## src/hdl/chre_pkg.sv

```systemverilog
// chre_pkg: shared types and constants for the consistent hash ring engine.
// No dependencies.
package chre_pkg;

  localparam int unsigned ServerW = 17;
  localparam int unsigned HashW   = 32;
  localparam logic [31:0] DjbSeed     = 32'd5381;
  localparam logic [31:0] MixMult     = 32'h045d9f3b;
  localparam logic [31:0] LabelStride = 32'd100000;

  typedef enum logic [1:0] {
    ACT_ADD    = 2'd0,
    ACT_REMOVE = 2'd1,
    ACT_KEY    = 2'd2,
    ACT_NONE   = 2'd3
  } action_t;

  typedef enum logic [1:0] {
    ST_OK     = 2'd0,
    ST_FULL   = 2'd1,
    ST_ABSENT = 2'd2,
    ST_EMPTY  = 2'd3
  } status_t;

  // Command passed from the front end to the ring engine.
  typedef struct packed {
    action_t             op;
    logic [ServerW-1:0]  server;
    logic [HashW-1:0]    digest;
  } cmd_t;

endpackage

```

## src/hdl/chre_front.sv

```systemverilog
// chre_front: accepts input words, folds key bytes into djb2, and queues
// commands for the ring engine. Depends on chre_pkg.
module chre_front (
  input  logic                clk,
  input  logic                rst,
  input  logic                in_valid,
  output logic                in_ready,
  input  logic [1:0]          in_action,
  input  logic [chre_pkg::ServerW-1:0] in_server,
  input  logic [7:0]          in_byte,
  input  logic                in_last,
  output logic                cmd_valid,
  input  logic                cmd_ready,
  output chre_pkg::cmd_t      cmd
);
  import chre_pkg::*;

  // Two-entry command queue.
  cmd_t        q [2];
  logic        wp, rp;
  logic [1:0]  cnt;
  logic [31:0] acc;
  logic [31:0] digest;
  logic        acc_in, push, pop;

  assign digest    = (acc << 5) + acc + {24'd0, in_byte};
  assign in_ready  = (cnt != 2'd2);
  assign acc_in    = in_valid && in_ready;
  assign push      = acc_in && (in_action == ACT_ADD || in_action == ACT_REMOVE ||
                                (in_action == ACT_KEY && in_last));
  assign cmd_valid = (cnt != 2'd0);
  assign cmd       = q[rp];
  assign pop       = cmd_valid && cmd_ready;

  // Advance accumulator and queue.
  always_ff @(posedge clk) begin
    if (rst) begin
      acc <= DjbSeed;
      wp  <= 1'b0;
      rp  <= 1'b0;
      cnt <= 2'd0;
    end else begin
      if (acc_in && in_action == ACT_KEY) begin
        acc <= in_last ? DjbSeed : digest;
      end
      if (push) begin
        q[wp]        <= '{op: action_t'(in_action), server: in_server, digest: digest};
        wp           <= ~wp;
      end
      if (pop) rp <= ~rp;
      cnt <= cnt + {1'b0, push} - {1'b0, pop};
    end
  end
endmodule

```

## config.mk

```make
export PLATFORM = sky130hd
export DESIGN_NAME = chre_front
export DESIGN_NICKNAME = d
export VERILOG_FILES = /design/src/hdl/chre_pkg.sv /design/src/hdl/chre_front.sv
export SDC_FILE = /design/constraint.sdc
export NUM_CORES = 1
export LEC_CHECK = 0
export BUFFER_PORTS_ARGS = -buffer_cell sky130_fd_sc_hd__clkbuf_2
export CAP_MARGIN = 20
export CORE_MARGIN = 8
export CORE_UTILIZATION = 45
export DETAILED_ROUTE_END_ITERATION = 16
export GPL_TIMING_DRIVEN = 0
export SYNTH_ARGS = -nofsm -noshare
export SYNTH_HDL_FRONTEND = slang
export SYNTH_SLANG_ARGS = --single-unit
```

## constraint.sdc

```tcl
create_clock -name clk -period 5.7 [get_ports clk]
set_input_delay 0 -clock clk [delete_from_list [all_inputs] [get_ports clk]]
set_output_delay 0 -clock clk [all_outputs]
set_load 0.1 [all_outputs]
```

==> impl_metrics.yaml, run 1 <==
yosys:
  synth_fa_ha_area_frac: 0.1131
  synth_edf_count: 102
  synth-main-ff-cell: "edfxtp_1"
  synth_area_leader_cell: "edfxtp_1"
  synth.cell_area_um2: 7343
  async_reset_ff_frac: 0
  synth_compound_area_frac: 0.1355
  yosysSeqAreaShare: 0.5180
  synth_top_area_share: 0.4171
  ys_top_cells_by_area: "edfxtp_1 42%, ha_1 10%, dfxtp_1 10%"
  yosysUniqueCellTypes: 63
  synthCells: 601
  synth_nets: 697
  synth_xor_area_frac: 0.04055
  synthSimpleGateAreaFrac: 0.09082
  ys_seq_elements: 139
  synthMuxAreaShare: 0.07957
  yosys_warnings: 0
  avgSynthCellArea_um2: 12.22
  synth_top_family_by_area: "compound AO/OA/AOI/OAI gates"
power_and_ir_drop:
  finalPower_uw: 3484
  p_leak_uw: 0.003656
  ir_drop_uv: 244.1
  p_per_area_nw_per_um2: 390.1
die:
  rows: 46
  dieArea_um2: 20660
  start_util: 0.4606
  fp.dieH_um: 143.7
  die_x_um: 143.7
  ios: 85
  fp.coreArea_um2: 15940
place:
  place_ws_ns: 2.410
  io_buffers: 83
  dp.cells: 908
  dpl.hpwl_mm: 13.39
  place_congestion: 0.8924
  place_area_um2: 8150
setup_path:
  end_kind: "register"
  cp.arrival_ns: 3.64
  cp-start-kind: "register"
  required_ns: 6.00
  critPathKind: "register to register"
  critPathMaxStageDelay_ns: 0.55
  path_cells: "ha_1 > ha_1 > fa_1 > a21oi_1 > o211ai_1 > a311oi_1 > nor2_1 > a21oi_1 > xnor2_1 > a22o_1"
  critPathSlowestCell: "a311oi_1"
  path_max_fanout: 4
  r2r_cells: 10
route:
  routed_via_density: 5.412
  wl_per_cell_um: 17.87
  drt_wl_total_mm: 17.17
  drt-pass1-iter-count: 5
  drc_errors: 0
  vias: 5201
  drt_iter0_markers: 340
  antenna_left: 0
sta:
  setup_viol: 0
  setup_ws_ns: 2.360
  worst_slew_pin_slew_ns: 0.7848
  finalHoldViolCount: 0
  final.period_utilization: 0.5859
  slew_headroom: 0.4740
  clock.fmax_mhz: 299.4
  slew_viol_final: 0
  finClkSkew_ns: 0.01406
  finalCriticalPeriod_ns: 3.340
  rsz0062_at_grt: "no"
  whs_ns: 0.03099
clock_network:
  path_clk_slew_ns: 0.06
  cts_buffers: 17
  htree_levels: 4
  cts_setup_buffers: 0
  cts_sinks: 139
  ctsResizeCount: 0
  clkLatencyLatePin_ns: 0.41
  cts_root_buffer: "clkbuf_16"
  clockBufferDepth: 2
  cts_tree: "built"
  postCtsHoldBufs: 21
layout:
  layout_common_cells: "102 x edfxtp_1, 83 x clkbuf_2, 60 x ha_1, 51 x mux2_2, 37 x dfxtp_1"
  multiInputGateArea_um2: 3391
  drive_gt1_frac: 0.2564
  area_growth_pct: 21.64
  layout.nets: 828
  final_design_area_no_fill_um2: 8932
  seq_area_um2: 3804
  final_cells: 961
  final_common_cell: "edfxtp_1"
  antenna_cells: 0
  fillers: 1351
grt:
  grt_max_degree: 19
  grt_pass1_wl_mm: 27.95
  grt_pass1_vias: 5420
  grt_util_all_layers: 0.1738
  antenna_found_initial: 0
  overflow: 0
min_path:
  hold_path.class: "primary input to register"
  holdPathStages: 4
flow_run:
  drv_cap: 0
status:
  outcome: "complete, no violations"
## layer usage
layer	up-vias	part of all wire	track usage	wire, µm
met4	0	0.010	0.04372	179
li1	2548	-	-	-
met1	2521	0.48	0.2280	8203
met3	15	0.040	0.03484	680
met2	117	0.47	0.2880	8109
met5	-	0	0	0
## report_power, final
| part | switching (µW) | internal, µW | leakage, µW |
|---|---|---|---|
| clock | 403 | 622 | 0.000281 |
| combinational | 1010 | 274 | 0.00215 |
| sequential | 20.5 | 1160 | 0.00122 |
| total | 1430 | 2050 | 0.00366 |
## worst max-delay path: cells and delay by family (launching register included)
family,cells,cell delay [ns]
simple gates,1,0.19
fa+ha+maj,3,0.89
xor+xnor,1,0.17
compound gates,5,1.56
flops,1,0.41
## state kept, by name, summed over array words and instances, names as in the netlist, named ones only
register	flops
acc	32
cnt	2
q	102
rp	1
wp	1
## kinds of logic after synthesis
kind of cell | count (synthesis)
AND/OR/NAND/NOR | 131
adder cells (fa/ha/maj) | 64
multiplexers | 52
flip-flops | 139
AO/OA/AOI/OAI | 140
XOR/XNOR | 34
buffers and inverters | 41
## layout make-up
cell class / instances / area share
Buffer: 26 / 0.01219
Clock buffer: 21 / 0.05519
Clock inverter: 11 / 0.008825
Inverter: 15 / 0.006303
Multi-Input combinational cell: 421 / 0.3796
Sequential cell: 139 / 0.4258
Tap cell: 216 / 0.03026
Timing Repair Buffer: 112 / 0.08180
## per-stage QoR
stage          utilization  TNS [ns]
2_1_floorplan            -         0
3_3_place_gp        0.5039    -55.63
3_5_place_dp        0.5112         0
4_1_cts             0.5603         0
5_1_grt             0.5603         0
6_report            0.5603         0
## worst paths after layout
check | endpoint | startpoint | slack [ns]
min reg2reg | acc[30] | acc[30] | 0.49
min | register | cmd_ready | 0.03
max reg2reg | acc[27] | acc[1] | 2.36
max | acc[27] | acc[1] | 2.36
## cell usage after synthesis (15+ instances only)
master	n
o21ai_0	18
clkbuf_1	21
dfxtp_1	37
nor3_1	17
inv_1	15
nor2_1	35
xnor2_1	16
edfxtp_1	102
ha_1	60
xor2_1	18
mux2_2	51
a21oi_1	31
nand2_1	25
a22o_1	17
Power figures use the tool's default switching activity.
==> inputs of run 2 (changes only) <==
Clock period 5.7 ns to 3.4 ns, I/O delays scaled along.
==> run 2 against run 1 <==
  * Sequential cell count unchanged
  * Global-route usage down 0.45 points
  * Total power up 70%
  * Largest cell class unchanged
  * Highest routed layer unchanged
==> impl_metrics.yaml, run 2 (synthesized netlist as in run 1, its figures left out) <==
die:
  die_x_um: 143.7
  dieArea_um2: 20660
  start_util: 0.4606
  rows: 46
  fp.dieH_um: 143.7
  fp.coreArea_um2: 15940
  ios: 85
grt:
  grt_pass1_vias: 5360
  grt_max_degree: 20
  overflow: 0
  grt_pass1_wl_mm: 27.30
  antenna_found_initial: 0
  grt_util_all_layers: 0.1693
setup_path:
  r2r_cells: 11
  path_max_fanout: 6
  r2r_start: "acc[0]"
  rrSetupSlack_ns: 0.24
  cp.arrival_ns: 3.51
  critPathMaxStageDelay_ns: 0.51
  crit_start: "acc[0]"
  path_cells: "inv_1 > fa_1 > inv_1 > ha_1 > nand2_1 > or3_4 > a21oi_4 > nor2_2 > o31ai_2 > xor2_1 > a22o_1"
  required_ns: 3.75
  critPathKind: "register to register"
  crit_path_frequent_cell: "inv_1"
  r2r_end: "acc[20]"
  end_kind: "register"
  cp-start-kind: "register"
  critPathSlowestCell: "fa_1"
route:
  drc_errors: 0
  wl_met2_mm: 7.985
  drt-pass1-iter-count: 5
  m1WireLength_mm: 7.924
  top_layer_used: "met4"
  routed_via_density: 5.440
  dr_wl_met3_um: 826
  antenna_left: 0
  vias: 5206
  drt_iter0_markers: 328
  wl_per_cell_um: 17.64
  drt_wl_total_mm: 16.88
min_path:
  holdPathEnd: "rp"
  hold_path.class: "primary input to register"
  worstHoldStart: "cmd_ready"
  holdPathStages: 4
clock_network:
  path_clk_slew_ns: 0.06
  cts_root_buffer: "clkbuf_16"
  clkLatencyLatePin_ns: 0.40
  cts_setup_buffers: 0
  cts_tree: "built"
  clockBufferDepth: 2
  cts_buffers: 17
  cts_sinks: 139
  htree_levels: 4
power_and_ir_drop:
  pwr-share-clk: 0.301
  ir_drop_uv: 406.6
  p_per_area_nw_per_um2: 659.9
  seqPwrFrac: 0.334
  sw_frac_of_total: 0.4069
  intPower_uw: 3506
  p_leak_uw: 0.003644
  net-switching-power_uw: 2405
  pwr-share-comb: 0.364
sta:
  setup_viol: 0
  slew_viol_final: 0
  finalCriticalPeriod_ns: 3.165
  finalHoldViolCount: 0
  worst_slew_pin_slew_ns: 0.9680
  rsz0062_at_grt: "no"
  slew_headroom: 0.3526
  finClkSkew_ns: 0.007171
  final.period_utilization: 0.9309
  clock.fmax_mhz: 316.0
  setup_ws_ns: 0.2351
layout:
  fillers: 1354
  reg.largest.list: "q (102), acc (32), cnt (2)"
  largest_reg_flops: 102
  antenna_cells: 0
  final_common_cell: "edfxtp_1"
  layout.nets: 824
  final_cells: 957
  layout_common_cells: "102 x edfxtp_1, 83 x clkbuf_2, 60 x ha_1, 51 x mux2_2, 37 x dfxtp_1"
  regMostFlops: "q"
  drive_gt1_frac: 0.2551
  final_core_util: 0.5618
  area_growth_pct: 21.98
status:
  outcome: "complete, no violations"
place:
  io_buffers: 83
  place_congestion: 0.9069
  dp.cells: 905
  dpl.hpwl_mm: 13.09
  place_ws_ns: 0.1308
flow_run:
  drv_cap: 0
run 2: changes by cell type in the layout (fill, tap and decap cells not counted), sizes merged:
cell         change
dlygate4sd3      -1
inv              -3
bufinv           +2
buf              -3
clkinv           +1
clkinvlp         +2
clkbuf           -2
run 2: worst max path at each step:
stage	to
after CTS	acc[27]
after global routing	acc[20]
after floorplan	q[1][0]
after detailed placement	acc[27]
after global placement	q[1][27]
final	acc[20]
run 2: routing by layer:
metal,GRT usage,vias up
li1,-,2547
met1,0.2204,2509
met2,0.2802,138
met3,0.03019,12
met4,0.05368,0
met5,0,-
run 2: worst max-delay path, delay by kind of cell (launching register included):
family	cells	cell delay, ns
AND/OR/NAND/NOR	3	0.66
adder cells (fa/ha/maj)	2	0.85
buffers and inverters	2	0.11
AO/OA/AOI/OAI	3	0.75
flip-flops	1	0.36
XOR/XNOR	1	0.37
run 2: metrics by stage:
| step | instance area, µm² | TNS, ns | total power [µW] | hold WS, ns |
|---|---|---|---|---|
| floorplan | 7353 | -62.73 | 3785 | 0.09887 |
| global placement | 8039 | -103.55 | 4111 | 0.1895 |
| detailed placement | 8164 | 0 | 4152 | 0.1924 |
| CTS | 8951 | 0 | 5960 | 0.03162 |
| global route | 8957 | 0 | 6119 | 0.04635 |
| finish | 8957 | 0 | 5911 | 0.05796 |
run 2: final cells by class:
cell class | count | area, µm² | area share
flip-flops and latches | 139 | 3804 | 0.4246
multi-input cells | 421 | 3403 | 0.3799
repair buffers | 108 | 728.2 | 0.08130
clock buffers | 19 | 442.9 | 0.04945
well taps | 216 | 270.3 | 0.03017
clock inverters | 13 | 143.9 | 0.01606
plain buffers | 26 | 108.9 | 0.01215
inverters | 15 | 56.30 | 0.006286
run 2: power groups by stage:
stage	clock, µW	combinational [µW]	sequential (µW)
2_1_floorplan	0	1780	2000
3_3_place_gp	0	2100	2010
3_5_place_dp	0	2140	2010
4_1_cts	1820	2170	1980
5_1_grt	1880	2250	1980
6_report	1780	2150	1980
run 2: repair_timing:
item                                   4_1_cts  5_1_grt
hold buffers                                20        0
endpoints found under the hold margin       40        0
gates resized for setup                      0        1
setup endpoints to repair                    0       11
